`config.mk`:
```
export PLATFORM = sky130hd
export DESIGN_NAME = cfl_timestep_limiter
export DESIGN_NICKNAME = d
export VERILOG_FILES = /design/src/hdl/cfl_pkg.sv /design/src/hdl/cfl_regs.sv /design/src/hdl/cfl_alu.sv /design/src/hdl/cfl_ctrl.sv /design/src/hdl/cfl_timestep_limiter.sv
export VERILOG_INCLUDE_DIRS = /design/src /design/src/hdl
export SDC_FILE = /design/constraint.sdc
export NUM_CORES = 2
export LEC_CHECK = 0
export BUFFER_PORTS_ARGS = -buffer_cell sky130_fd_sc_hd__buf_2
export CORE_UTILIZATION = 45
export CTS_CLUSTER_SIZE = 28
export DETAILED_ROUTE_END_ITERATION = 8
export PLACE_DENSITY_LB_ADDON = 0.1
export SLEW_MARGIN = 20
export SYNTH_ARGS = -nofsm -noshare
export SYNTH_HDL_FRONTEND = slang
export SYNTH_SLANG_ARGS = --single-unit
```
`constraint.sdc`:
```
create_clock -name clk -period 12.5 [get_ports clk]
set_input_delay 2.5 -clock clk [delete_from_list [all_inputs] [get_ports clk]]
set_output_delay 2.5 -clock clk [all_outputs]
set_load 0.05 [all_outputs]
```
`src/hdl/cfl_timestep_limiter_defines.svh`:
```
// Assertion macros for the CFL time step limiter.
`ifndef CFL_TIMESTEP_LIMITER_DEFINES_SVH
`define CFL_TIMESTEP_LIMITER_DEFINES_SVH
`ifndef ASSERT_OFF
`define CFL_ASSERT(lbl, prop, msg) \
  lbl: assert property (@(posedge clk) disable iff (!rst_n) prop) else $error(msg);
`define CFL_ASSERT_NR(lbl, prop, msg) \
  lbl: assert property (@(posedge clk) prop) else $error(msg);
`else
`define CFL_ASSERT(lbl, prop, msg)
`define CFL_ASSERT_NR(lbl, prop, msg)
`endif
`endif

```
`src/hdl/cfl_pkg.sv`:
```
// Shared types and constants of the CFL time step limiter.
package cfl_pkg;

  localparam int VEL_W  = 48;
  localparam int SPC_W  = 32;
  localparam int RE_W   = 32;
  localparam int CFL_W  = 18;
  localparam int STEP_W = 23;
  localparam int LIM_W  = 41;
  localparam int ALU_W  = 96;
  localparam int OPD_W  = 64;
  localparam int CNT_W  = 7;
  localparam int ADDR_W = 4;
  localparam int DATA_W = 32;

  localparam logic [LIM_W-1:0]  LIMIT_CAP   = 41'h100_0000_0000;
  localparam logic [LIM_W-1:0]  LIM_FLOOR   = 41'd4295;
  localparam logic [STEP_W-1:0] DT_FLOOR    = 23'd4295;
  localparam logic [STEP_W-1:0] DT_CEIL     = 23'd4294967;
  localparam logic [OPD_W-1:0]  VEL_QUALIFY = 64'd65536000000;

  localparam logic [CNT_W-1:0] SQ_STEPS  = 7'd32;
  localparam logic [CNT_W-1:0] RE_STEPS  = 7'd32;
  localparam logic [CNT_W-1:0] DIV_STEPS = 7'd64;
  localparam logic [CNT_W-1:0] CFL_STEPS = 7'd18;

  typedef enum logic [1:0] {
    REG_SPACING_X,
    REG_SPACING_Y,
    REG_REYNOLDS,
    REG_SAFETY_FACTOR
  } reg_idx_t;

  typedef enum logic {
    ALU_MUL,
    ALU_DIV
  } alu_op_t;

  typedef enum logic [3:0] {
    C_IDLE,
    C_SQ,
    C_SQ_W,
    C_RE,
    C_RE_W,
    C_DU,
    C_DU_W,
    C_DV,
    C_DV_W,
    C_SCALE,
    C_SCALE_W,
    C_OUT
  } ctl_state_t;

  typedef struct packed {
    logic             start;
    alu_op_t          op;
    logic [CNT_W-1:0] steps;
  } alu_req_t;

  typedef struct packed {
    logic busy;
    logic done;
  } alu_stat_t;

  typedef struct packed {
    logic [SPC_W-1:0] spacing_x;
    logic [SPC_W-1:0] spacing_y;
    logic [RE_W-1:0]  reynolds;
    logic [CFL_W-1:0] safety_factor;
  } cfg_t;

  typedef struct packed {
    logic                    kind;
    logic signed [VEL_W-1:0] velocity;
    logic                    last;
  } in_word_t;

  typedef struct packed {
    logic [STEP_W-1:0] time_step;
    logic [VEL_W-1:0]  max_abs_u;
    logic [VEL_W-1:0]  max_abs_v;
  } out_word_t;

endpackage

```
`src/hdl/cfl_regs.sv`:
```
// Configuration register file with an APB-style access port.
module cfl_regs (
  input  logic                         clk,
  input  logic                         rst_n,
  input  logic                         psel,
  input  logic                         penable,
  input  logic                         pwrite,
  input  logic [cfl_pkg::ADDR_W-1:0]   paddr,
  input  logic [cfl_pkg::DATA_W-1:0]   pwdata,
  output logic [cfl_pkg::DATA_W-1:0]   prdata,
  output logic                         pready,
  output cfl_pkg::cfg_t                cfg
);

  cfl_pkg::cfg_t      cfg_r;
  cfl_pkg::reg_idx_t  idx;
  logic               wr_en;

  assign idx    = cfl_pkg::reg_idx_t'(paddr[cfl_pkg::ADDR_W-1:2]);
  assign wr_en  = psel && penable && pwrite;
  assign pready = 1'b1;
  assign cfg    = cfg_r;

  always_ff @(posedge clk) begin
    if (!rst_n) begin
      cfg_r.spacing_x     <= 32'd512;
      cfg_r.spacing_y     <= 32'd512;
      cfg_r.reynolds      <= 32'd25600;
      cfg_r.safety_factor <= 18'd32768;
    end else if (wr_en) begin
      unique case (idx)
        cfl_pkg::REG_SPACING_X:     cfg_r.spacing_x <= pwdata;
        cfl_pkg::REG_SPACING_Y:     cfg_r.spacing_y <= pwdata;
        cfl_pkg::REG_REYNOLDS:      cfg_r.reynolds  <= pwdata;
        cfl_pkg::REG_SAFETY_FACTOR: cfg_r.safety_factor <= pwdata[cfl_pkg::CFL_W-1:0];
        default: ;
      endcase
    end
  end

  always_comb begin
    unique case (idx)
      cfl_pkg::REG_SPACING_X:     prdata = cfg_r.spacing_x;
      cfl_pkg::REG_SPACING_Y:     prdata = cfg_r.spacing_y;
      cfl_pkg::REG_REYNOLDS:      prdata = cfg_r.reynolds;
      cfl_pkg::REG_SAFETY_FACTOR: prdata = {{(cfl_pkg::DATA_W-cfl_pkg::CFL_W){1'b0}},
                                            cfg_r.safety_factor};
      default:                    prdata = '0;
    endcase
  end

endmodule

```
`src/hdl/cfl_alu.sv`:
```
// Shared bit-serial shift-add multiplier and restoring divider around one adder.
module cfl_alu (
  input  logic                        clk,
  input  logic                        rst_n,
  input  cfl_pkg::alu_req_t           req,
  input  logic [cfl_pkg::OPD_W-1:0]   opnd_a,
  input  logic [cfl_pkg::OPD_W-1:0]   opnd_b,
  output cfl_pkg::alu_stat_t          stat,
  output logic [cfl_pkg::ALU_W-1:0]   result
);

  localparam int AW = cfl_pkg::ALU_W;
  localparam int BW = cfl_pkg::OPD_W;

  logic                       busy_r;
  logic                       done_r;
  logic [cfl_pkg::CNT_W-1:0]  cnt_r;
  cfl_pkg::alu_op_t           op_r;
  logic [AW-1:0]              acc_r;
  logic [AW-1:0]              opa_r;
  logic [BW-1:0]              opb_r;

  logic                       is_div;
  logic [AW-1:0]              shifted;
  logic [AW-1:0]              add_x;
  logic [AW-1:0]              add_y;
  logic [AW:0]                sum;
  logic                       carry;

  // In divide mode the adder subtracts the divisor from the shifted remainder.
  assign is_div  = (op_r == cfl_pkg::ALU_DIV);
  assign shifted = {acc_r[AW-2:0], opb_r[BW-1]};
  assign add_x   = is_div ? shifted : acc_r;
  assign add_y   = is_div ? ~opa_r : opa_r;
  assign sum     = {1'b0, add_x} + {1'b0, add_y} + {{AW{1'b0}}, is_div};
  assign carry   = sum[AW];

  assign stat.busy = busy_r;
  assign stat.done = done_r;
  assign result    = is_div ? {{(AW-BW){1'b0}}, opb_r} : acc_r;

  always_ff @(posedge clk) begin
    if (!rst_n) begin
      busy_r <= 1'b0;
      done_r <= 1'b0;
      cnt_r  <= '0;
      op_r   <= cfl_pkg::ALU_MUL;
    end else begin
      done_r <= 1'b0;
      if (req.start && !busy_r) begin
        busy_r <= 1'b1;
        cnt_r  <= req.steps;
        op_r   <= req.op;
      end else if (busy_r) begin
        cnt_r <= cnt_r - cfl_pkg::CNT_W'(1);
        if (cnt_r == cfl_pkg::CNT_W'(1)) begin
          busy_r <= 1'b0;
          done_r <= 1'b1;
        end
      end
    end
  end

  always_ff @(posedge clk) begin
    if (req.start && !busy_r) begin
      acc_r <= '0;
      opa_r <= {{(AW-BW){1'b0}}, opnd_a};
      opb_r <= opnd_b;
    end else if (busy_r) begin
      if (is_div) begin
        acc_r <= carry ? sum[AW-1:0] : shifted;
        opb_r <= {opb_r[BW-2:0], carry};
      end else begin
        if (opb_r[0]) begin
          acc_r <= sum[AW-1:0];
        end
        opa_r <= {opa_r[AW-2:0], 1'b0};
        opb_r <= {1'b0, opb_r[BW-1:1]};
      end
    end
  end

endmodule

```
`src/hdl/cfl_ctrl.sv`:
```
// Peak tracking, step sequencer and result register of the CFL time step limiter.
module cfl_ctrl (
  input  logic                        clk,
  input  logic                        rst_n,
  input  cfl_pkg::cfg_t               cfg,
  input  logic                        in_valid,
  output logic                        in_ready,
  input  cfl_pkg::in_word_t           in_data,
  output logic                        out_valid,
  input  logic                        out_ready,
  output cfl_pkg::out_word_t          out_data,
  output cfl_pkg::alu_req_t           alu_req,
  output logic [cfl_pkg::OPD_W-1:0]   alu_a,
  output logic [cfl_pkg::OPD_W-1:0]   alu_b,
  input  cfl_pkg::alu_stat_t          alu_stat,
  input  logic [cfl_pkg::ALU_W-1:0]   alu_res
);

  localparam int VW = cfl_pkg::VEL_W;
  localparam int LW = cfl_pkg::LIM_W;
  localparam int OW = cfl_pkg::OPD_W;
  localparam int SW = cfl_pkg::STEP_W;

  cfl_pkg::ctl_state_t  state_r;
  cfl_pkg::ctl_state_t  state_nxt;
  logic [VW-1:0]        peak_u_r;
  logic [VW-1:0]        peak_v_r;
  logic [VW-1:0]        snap_u_r;
  logic [VW-1:0]        snap_v_r;
  logic [LW-1:0]        diff_r;
  logic [LW-1:0]        adv_r;
  logic                 have_r;
  logic                 out_valid_r;
  cfl_pkg::out_word_t   out_data_r;

  logic                 accept;
  logic                 out_free;
  logic [VW-1:0]        vel_bits;
  logic [VW-1:0]        mag;
  logic [VW-1:0]        new_u;
  logic [VW-1:0]        new_v;
  logic                 qual_u;
  logic                 qual_v;
  logic                 re_zero;
  logic [cfl_pkg::SPC_W-1:0] min_spc;
  logic [OW-1:0]        quot;
  logic [LW-1:0]        quot_sat;
  logic [LW-1:0]        diff_mul;
  logic [LW-1:0]        adv_min;
  logic [LW-1:0]        base;
  logic [SW+19:0]       scaled;
  logic [SW-1:0]        step;

  assign accept   = in_valid && in_ready;
  assign out_free = !out_valid_r || out_ready;
  assign in_ready = (state_r == cfl_pkg::C_IDLE);
  assign out_valid = out_valid_r;
  assign out_data  = out_data_r;

  assign vel_bits = in_data.velocity;
  assign mag      = vel_bits[VW-1] ? (~vel_bits + VW'(1)) : vel_bits;
  assign new_u    = (!in_data.kind && (mag > peak_u_r)) ? mag : peak_u_r;
  assign new_v    = (in_data.kind && (mag > peak_v_r)) ? mag : peak_v_r;

  assign qual_u  = (snap_u_r != '0) &&
                   ({{(OW-VW){1'b0}}, snap_u_r} < cfl_pkg::VEL_QUALIFY);
  assign qual_v  = (snap_v_r != '0) &&
                   ({{(OW-VW){1'b0}}, snap_v_r} < cfl_pkg::VEL_QUALIFY);
  assign re_zero = (cfg.reynolds == '0);
  assign min_spc = (cfg.spacing_x < cfg.spacing_y) ? cfg.spacing_x : cfg.spacing_y;

  assign quot     = alu_res[OW-1:0];
  assign quot_sat = (quot > {{(OW-LW){1'b0}}, cfl_pkg::LIMIT_CAP}) ?
                    cfl_pkg::LIMIT_CAP : quot[LW-1:0];
  assign diff_mul = (|alu_res[cfl_pkg::ALU_W-1:49]) ?
                    cfl_pkg::LIMIT_CAP : {1'b0, alu_res[48:9]};

  assign adv_min = (have_r && (adv_r < diff_r)) ? adv_r : diff_r;
  assign base    = (adv_min < cfl_pkg::LIM_FLOOR) ? cfl_pkg::LIM_FLOOR : adv_min;

  assign scaled = alu_res[58:16];
  always_comb begin
    priority if (scaled < {{20{1'b0}}, cfl_pkg::DT_FLOOR}) begin
      step = cfl_pkg::DT_FLOOR;
    end else if (scaled > {{20{1'b0}}, cfl_pkg::DT_CEIL}) begin
      step = cfl_pkg::DT_CEIL;
    end else begin
      step = scaled[SW-1:0];
    end
  end

  always_comb begin
    state_nxt = state_r;
    unique case (state_r)
      cfl_pkg::C_IDLE:    if (accept && in_data.last) state_nxt = cfl_pkg::C_SQ;
      cfl_pkg::C_SQ:      state_nxt = cfl_pkg::C_SQ_W;
      cfl_pkg::C_SQ_W:    if (alu_stat.done) state_nxt = cfl_pkg::C_RE;
      cfl_pkg::C_RE:      state_nxt = re_zero ? cfl_pkg::C_DU : cfl_pkg::C_RE_W;
      cfl_pkg::C_RE_W:    if (alu_stat.done) state_nxt = cfl_pkg::C_DU;
      cfl_pkg::C_DU:      state_nxt = qual_u ? cfl_pkg::C_DU_W : cfl_pkg::C_DV;
      cfl_pkg::C_DU_W:    if (alu_stat.done) state_nxt = cfl_pkg::C_DV;
      cfl_pkg::C_DV:      state_nxt = qual_v ? cfl_pkg::C_DV_W : cfl_pkg::C_SCALE;
      cfl_pkg::C_DV_W:    if (alu_stat.done) state_nxt = cfl_pkg::C_SCALE;
      cfl_pkg::C_SCALE:   state_nxt = cfl_pkg::C_SCALE_W;
      cfl_pkg::C_SCALE_W: if (alu_stat.done) state_nxt = cfl_pkg::C_OUT;
      cfl_pkg::C_OUT:     if (out_free) state_nxt = cfl_pkg::C_IDLE;
      default:            state_nxt = cfl_pkg::C_IDLE;
    endcase
  end

  always_comb begin
    alu_req.start = 1'b0;
    alu_req.op    = cfl_pkg::ALU_MUL;
    alu_req.steps = cfl_pkg::SQ_STEPS;
    alu_a         = {{(OW-cfl_pkg::SPC_W){1'b0}}, min_spc};
    alu_b         = {{(OW-cfl_pkg::SPC_W){1'b0}}, min_spc};
    unique case (state_r)
      cfl_pkg::C_SQ: begin
        alu_req.start = 1'b1;
      end
      cfl_pkg::C_RE: begin
        alu_req.start = !re_zero;
        alu_req.steps = cfl_pkg::RE_STEPS;
        alu_a         = alu_res[OW-1:0];
        alu_b         = {{(OW-cfl_pkg::RE_W){1'b0}}, cfg.reynolds};
      end
      cfl_pkg::C_DU: begin
        alu_req.start = qual_u;
        alu_req.op    = cfl_pkg::ALU_DIV;
        alu_req.steps = cfl_pkg::DIV_STEPS;
        alu_a         = {{(OW-VW){1'b0}}, snap_u_r};
        alu_b         = {cfg.spacing_x, {(OW-cfl_pkg::SPC_W){1'b0}}};
      end
      cfl_pkg::C_DV: begin
        alu_req.start = qual_v;
        alu_req.op    = cfl_pkg::ALU_DIV;
        alu_req.steps = cfl_pkg::DIV_STEPS;
        alu_a         = {{(OW-VW){1'b0}}, snap_v_r};
        alu_b         = {cfg.spacing_y, {(OW-cfl_pkg::SPC_W){1'b0}}};
      end
      cfl_pkg::C_SCALE: begin
        alu_req.start = 1'b1;
        alu_req.steps = cfl_pkg::CFL_STEPS;
        alu_a         = {{(OW-LW){1'b0}}, base};
        alu_b         = {{(OW-cfl_pkg::CFL_W){1'b0}}, cfg.safety_factor};
      end
      default: ;
    endcase
  end

  always_ff @(posedge clk) begin
    if (!rst_n) begin
      state_r     <= cfl_pkg::C_IDLE;
      peak_u_r    <= '0;
      peak_v_r    <= '0;
      have_r      <= 1'b0;
      out_valid_r <= 1'b0;
    end else begin
      state_r <= state_nxt;
      if (accept) begin
        if (in_data.last) begin
          peak_u_r <= '0;
          peak_v_r <= '0;
          have_r   <= 1'b0;
        end else begin
          peak_u_r <= new_u;
          peak_v_r <= new_v;
        end
      end
      if ((state_r == cfl_pkg::C_DU_W) && alu_stat.done) begin
        have_r <= 1'b1;
      end
      if ((state_r == cfl_pkg::C_DV_W) && alu_stat.done) begin
        have_r <= 1'b1;
      end
      if (out_valid_r && out_ready) begin
        out_valid_r <= 1'b0;
      end
      if ((state_r == cfl_pkg::C_OUT) && out_free) begin
        out_valid_r <= 1'b1;
      end
    end
  end

  always_ff @(posedge clk) begin
    if (accept && in_data.last) begin
      snap_u_r <= new_u;
      snap_v_r <= new_v;
    end
    if ((state_r == cfl_pkg::C_RE) && re_zero) begin
      diff_r <= '0;
    end
    if ((state_r == cfl_pkg::C_RE_W) && alu_stat.done) begin
      diff_r <= diff_mul;
    end
    if ((state_r == cfl_pkg::C_DU_W) && alu_stat.done) begin
      adv_r <= quot_sat;
    end
    if ((state_r == cfl_pkg::C_DV_W) && alu_stat.done) begin
      if (!have_r || (quot_sat < adv_r)) begin
        adv_r <= quot_sat;
      end
    end
    if ((state_r == cfl_pkg::C_OUT) && out_free) begin
      out_data_r.time_step <= step;
      out_data_r.max_abs_u <= snap_u_r;
      out_data_r.max_abs_v <= snap_v_r;
    end
  end

endmodule

```
`src/hdl/cfl_timestep_limiter.sv`:
```
// Top level of the CFL time step limiter.
// A word that is not marked last only updates the peak magnitudes, and such
// words can arrive in every cycle while the block is ready. A word marked last
// starts the step calculation and the block is not ready until it is finished.
// The calculation runs on the single shared shift-add/subtract unit, which
// handles one bit per cycle, in order: the squared spacing, the Reynolds
// product unless the Reynolds number is zero, a division by each qualifying
// peak velocity and the CFL scaling. The block also stays not ready while the
// previous result word still waits to be taken. The result word waits in an
// output register, so the next run can start while it is still pending.
`include "cfl_timestep_limiter_defines.svh"

module cfl_timestep_limiter (
  input  logic                        clk,
  input  logic                        rst_n,
  input  logic                        in_valid,
  output logic                        in_ready,
  input  cfl_pkg::in_word_t           in_data,
  output logic                        out_valid,
  input  logic                        out_ready,
  output cfl_pkg::out_word_t          out_data,
  input  logic                        psel,
  input  logic                        penable,
  input  logic                        pwrite,
  input  logic [cfl_pkg::ADDR_W-1:0]  paddr,
  input  logic [cfl_pkg::DATA_W-1:0]  pwdata,
  output logic [cfl_pkg::DATA_W-1:0]  prdata,
  output logic                        pready
);

  cfl_pkg::cfg_t                cfg;
  cfl_pkg::alu_req_t            alu_req;
  cfl_pkg::alu_stat_t           alu_stat;
  logic [cfl_pkg::OPD_W-1:0]    alu_a;
  logic [cfl_pkg::OPD_W-1:0]    alu_b;
  logic [cfl_pkg::ALU_W-1:0]    alu_res;

  cfl_regs u_regs (
    .clk     (clk),
    .rst_n   (rst_n),
    .psel    (psel),
    .penable (penable),
    .pwrite  (pwrite),
    .paddr   (paddr),
    .pwdata  (pwdata),
    .prdata  (prdata),
    .pready  (pready),
    .cfg     (cfg)
  );

  cfl_alu u_alu (
    .clk    (clk),
    .rst_n  (rst_n),
    .req    (alu_req),
    .opnd_a (alu_a),
    .opnd_b (alu_b),
    .stat   (alu_stat),
    .result (alu_res)
  );

  cfl_ctrl u_ctrl (
    .clk       (clk),
    .rst_n     (rst_n),
    .cfg       (cfg),
    .in_valid  (in_valid),
    .in_ready  (in_ready),
    .in_data   (in_data),
    .out_valid (out_valid),
    .out_ready (out_ready),
    .out_data  (out_data),
    .alu_req   (alu_req),
    .alu_a     (alu_a),
    .alu_b     (alu_b),
    .alu_stat  (alu_stat),
    .alu_res   (alu_res)
  );

  `CFL_ASSERT(a_last_stalls, in_valid && in_ready && in_data.last |=> !in_ready, "last word did not stall input")
  `CFL_ASSERT(a_alu_busy_stall, alu_stat.busy |-> !in_ready, "input ready while unit busy")
  `CFL_ASSERT(a_step_range, out_valid |-> (out_data.time_step >= cfl_pkg::DT_FLOOR) && (out_data.time_step <= cfl_pkg::DT_CEIL), "time step out of range")
  `CFL_ASSERT_NR(a_reset_clears, !rst_n |=> !out_valid, "result valid after reset")

endmodule

```
# Yosys cells after proc, flatten, opt, wreduce, memory -nomap -nowiden
# Index checks and enable logic that the tools add are counted.
# word_totals
reg_bits	779
latch_bits	0
mem_bits_rw	0
mem_bits_ro	0
in_bits	93
output_inout_bits	154
wordCells	173
memories	0
# classes
add_sub_neg	4
n_mul	0
div_mod_pow	0
order_cmp	11
eq_ne	23
n_shift	0
mux	57
bitwise_logic	5
reduce_logical	48
# op_table
op	n
96-bit two-way mux	6
64-bit case mux with 4 select lines	2
64-bit two-way mux	6
41-bit two-way mux	9
48-bit two-way mux	5
32-bit case mux with 4 select lines	1
96-bit by 96-bit adder with 97-bit output	1
97-bit by 1-bit adder with 97-bit output	1
48-bit greater-than comparator	2
48-bit by 36-bit < comparator with 1-bit output, second input constant	2
96-bit inverter	1
48-bit nonzero test	2
41-bit < comparator	2
64-bit by 41-bit greater-than comparator with 1-bit output, second input constant	1
48-bit by 1-bit adder with 48-bit output, second input constant	1
48-bit inverter	1
4-bit case mux with 12 select lines	1
47-bit OR reduction	1
43-bit by 23-bit greater-than comparator with 1-bit output, second input constant	1
43-bit by 13-bit < comparator with 1-bit output, second input constant	1
41-bit by 13-bit < comparator with 1-bit output, second input constant	1
32-bit zero test	1
32-bit < comparator	1
32-bit two-way mux	1
28 further kinds	97

# Depth between registers and ports, before layout
# depth
depth_word	7
depth_mapped	25
mapped_depth_nobuf	20

# Modules after synthesis
# Synthesis repeated with hierarchy kept, for this count alone.
# hier_totals
hier_cells	5644
area_unflattened_um2	49727.7
# by_module_without_submodules
module	n_inst	cells_each	area_each_um2	seq_area_each_um2
cfl_ctrl	1	2485	24558.6	10550.1
cfl_alu	1	2672	20173.1	6606.3
cfl_regs	1	487	4996.0	2282.2

# Least setup slack after synthesis
# OpenSTA, ideal clock, no wires.
# synth_path
path_kind	input to register
from	input in_data[11] in the netlist's numbering
to	register u_ctrl.snap_v_r[31], data pin
setup_time_ps	269
arrival_time_ps	7311
t_required_ps	12231
slack_ps	4919
stages	19
n_path_buf	5
path_cell_list	or4_1 or3_1 buf_2 or4_4 or3_1 buf_4 o21a_1 xnor2_2 inv_1 ha_1 nand4_1 nor4_1 nand2_1 o311ai_0 o21a_1 clkbuf_1 buf_2 buf_2 mux2i_1
# synth_between
elab_chain_len	6
# synth_rtl
element	line	rtl
start, declared	cfl_timestep_limiter.sv:18	input cfl_pkg::in_word_t in_data,
48-bit inverter	cfl_ctrl.sv:61	assign mag = vel_bits[VW-1] ? (~vel_bits + VW'(1)) : vel_bits;
48-bit by 1-bit adder with 48-bit output	cfl_ctrl.sv:61	
48-bit two-way mux (*)	cfl_ctrl.sv:61	
48-bit greater-than comparator	cfl_ctrl.sv:63	assign new_v = (in_data.kind && (mag > peak_v_r)) ? mag : peak_v_r;
1-bit logical AND	cfl_ctrl.sv:63	
48-bit two-way mux (*)	cfl_ctrl.sv:63	
via u_ctrl.new_v[31]	cfl_ctrl.sv:41	logic [VW-1:0] new_v;
end signal, assigned	cfl_ctrl.sv:188	snap_v_r <= new_v;
end, declared	cfl_ctrl.sv:29	logic [VW-1:0] snap_v_r;
# The timed path passes the listed nets; every way through them passes the cells marked *.
# A chain may end at the register's enable or synchronous reset.

# Final worst setup path
# layout_path
from	input in_data[9] in the netlist's numbering
to	register u_ctrl.snap_v_r[19], data pin
# Same word-level chain as after synthesis.

==> run metrics <==
status=completed; via count=45584; most frequent cell after synthesis=nand2_1; met1 GRT Util=46.0%; reg-to-reg endpoint=u_ctrl.adv_r[14]; die width=336 µm; Worst Path Max Fanout=25; synthesized cell area=50100 µm²; Slew @ Worst Pin=1.25 ns; Synth Flop Type=dfxtp_1; Clock Tree Buf Depth=3; I/O Buffers=243; vias in the first global route=42593; synthesis-stage register bit count=779; sequential area share after synthesis=38.8%; Post-Route Setup TNS=0 ns; DR pass1 iterations=6; placed standard-cell area=52600 µm²; pwr/cell area=170 nW/µm²; initial DRC count=5161; Synth area leader=edfxtp_1; FP Rows=122; maximum VDD drop=0.145 mV; Mapped Cells=5684; Worst Setup EP=u_ctrl.snap_v_r[19]; GRT Total Usage=34.1%; die area=113000 µm²; H-Tree Depth=3; clock slew at reported path FFs=0.06 ns; Final setup viols=0; core area=111000 µm²; final wirelength=196000 µm; count of flip-flops with a built-in enable after synthesis=384; CP startpoint kind=input pin; clk_skew=0.0731 ns; WL/cell=27.0 µm; crit-path cells=buf_2, or4_1, or3_1, or4_4, or3_1, o21a_1, xnor2_2, inv_1, ha_1, nand4_1, nor4_1, nand2_1, o311ai_0, buf_4, o21a_2, buf_4, mux2i_1; met3 Track Usage GR=5.35%; Syn Nets=6083; asr flop ratio synth=0%; Post-synth top cells=676 x nand2_1, 488 x a21oi_1, 395 x dfxtp_1, 384 x edfxtp_1, 338 x clkbuf_1; CP Data Arrival Time=8.97 ns; first-pass GRT wire length=287000 µm; RSZ-0062 raised after global routing=no; CTS sink cnt=779; yosys warns=0; hold path cells=1; Worst EP required=13.04 ns; busiest layer in global routing=met2; Setup Crit Path Kind=input pin to flop; GR Layer Usage met2=53.3%; Die Y=336 µm; Synth Area per Inst=8.82 µm²; Setup Fix Bufs, Post-CTS=0; R2R setup slack=4.90 ns; # DRC=0; CTS Buf Count=89; share of post-route cells with drive strength above 1=11.9%; grt ovf=0; Skew-Pair Late Insertion Delay=0.72 ns; final hold vios=0; final core utilization=50.2%; leakage power=21.5 nW; Via-to-Cell Ratio=6.26; period utilization=67.4%; count of cell types in the netlist=89; CP max-delay cell=nor4_1; antenna-violating nets left=0; design area=55500 µm²; io pins=247; kind of end point of the critical path=flop; cts hold-fix bufs=0; Critical Path Max Stage Delay=0.84 ns; Max-Cap Viols=0; initial antenna violation count=8; DP HPWL=145000 µm; Hold WC Path Type=flop to flop; Slew Limit Fails=0; routability cong.=1.01; largest net degree at the start of global routing=155; CTS Root Cell=clkbuf_16; Tmin final=8.43 ns; R2R depth=20; starting density of the core=45.4%; main area contributors after synthesis=edfxtp_1 23%, dfxtp_1 16%, ha_1 7.6%; CTS resizes=0; slew margin rel.=16.1%; area added between synthesis and finish=10.6%; CTS tree=built; Worst R2R Start=u_alu.is_div; post-synth top area share=23.0%; critical path startpoint=in_data[9]; maximum clock frequency=119 MHz; # nets final=6111
sequential cells by signal, indices dropped and copies added (netlist names):
name	count
u_ctrl.snap_v_r	48
u_alu.opb_r	64
u_ctrl.out_valid	1
u_ctrl.state_r	4
u_alu.done_r	1
u_ctrl.out_data	119
u_alu.opa_r	96
u_ctrl.snap_u_r	48
u_alu.acc_r	96
u_ctrl.peak_u_r	48
u_alu.busy_r	1
u_alu.is_div	1
u_ctrl.adv_r	41
u_regs.cfg	114
u_ctrl.have_r	1
u_alu.cnt_r	7
u_ctrl.peak_v_r	48
u_ctrl.diff_r	41
worst max-delay path, delay by kind of cell:
kind,cells,cell delay [ns]
compound gates,3,1.44
xor+xnor,1,0.26
buf+inv,4,0.90
mux,1,0.25
fa+ha+maj,1,0.31
simple gates,7,3.30
layout make-up:
| class | instances | area, µm² |
|---|---|---|
| fill | 10711 | 55000 |
| multi-input combinational | 4192 | 28100 |
| sequential | 779 | 19400 |
| clock buffer | 124 | 2500 |
| timing repair buffer | 339 | 1960 |
| tap | 1488 | 1860 |
| inverter | 311 | 1170 |
| clock inverter | 43 | 405 |
| antenna | 1 | 2.50 |
per-stage QoR:
| step | total power, mW | hold WS (ns) | setup WS, ns | std cells |
|---|---|---|---|---|
| after floorplan | 5.57 | 0.432 | 4.92 | 5684 |
| after global placement | 6.68 | 0.443 | 3.39 | 7109 |
| after detailed placement | 6.70 | 0.446 | 3.28 | 7109 |
| after CTS | 9.35 | 0.464 | 4.01 | 7276 |
| after global routing | 9.84 | 0.476 | 3.61 | 7276 |
| final | 9.41 | 0.461 | 4.07 | 7277 |
kinds of logic (layout without fill, tap and decap cells):
family | count (synthesis) | after routing | synth area share (%)
and+or+nand+nor | 1742 | 1742 | 16.3
muxes | 329 | 329 | 7.34
buffers and inverters | 713 | 817 | 5.48
DFF | 779 | 779 | 38.8
adders and majority gates | 306 | 306 | 7.65
xor gates and xnor gates | 210 | 210 | 3.68
AOI/OAI and AO/OA | 1604 | 1604 | 20.8
other | 1 | 2 | 0.00748
layout by cell type, fill, tap and decap left out, types with 60 or more instances in the layout:
master,n
inv_1,305
a221oi_1,67
mux2i_1,183
buf_2,243
clkbuf_16,91
nor3_1,116
nor2_1,329
a211oi_1,60
ha_1,305
edfxtp_1,384
nand2_1,671
and3_1,87
nand3_1,118
a31oi_1,142
nand4_1,129
o21ai_0,260
xnor2_1,85
a21o_1,131
xor2_1,124
mux2_2,128
buf_4,94
dfxtp_1,394
nor4_1,90
a21oi_1,488
where the power goes:
part           switching [mW]  total, mW  internal (mW)
clock network            1.19       2.67           1.48
logic                    2.08       3.25           1.17
registers               0.442       3.49           3.05
total                    3.71       9.41           5.70
worst min-delay path by stage:
stage                                   start             endpoint  slack, ns
after floorplan           u_ctrl.peak_v_r[10]  u_ctrl.peak_v_r[10]       0.43
after global placement    u_ctrl.peak_v_r[47]  u_ctrl.peak_v_r[47]       0.44
after detailed placement  u_ctrl.peak_v_r[34]  u_ctrl.peak_v_r[34]       0.45
after CTS                 u_ctrl.peak_v_r[47]  u_ctrl.peak_v_r[47]       0.46
after global routing       u_ctrl.peak_v_r[1]   u_ctrl.peak_v_r[1]       0.48
final                     u_ctrl.peak_v_r[47]  u_ctrl.peak_v_r[47]       0.46
layer usage:
metal	part of all wire, %	wire length (µm)	up-vias
met1	42	82200	22178
met4	5.3	10400	6
met3	8.1	15900	365
met2	45	87800	1980
met5	0.017	34	-
li1	-	-	21055
Note: power is estimated with default switching activity, not from simulation.
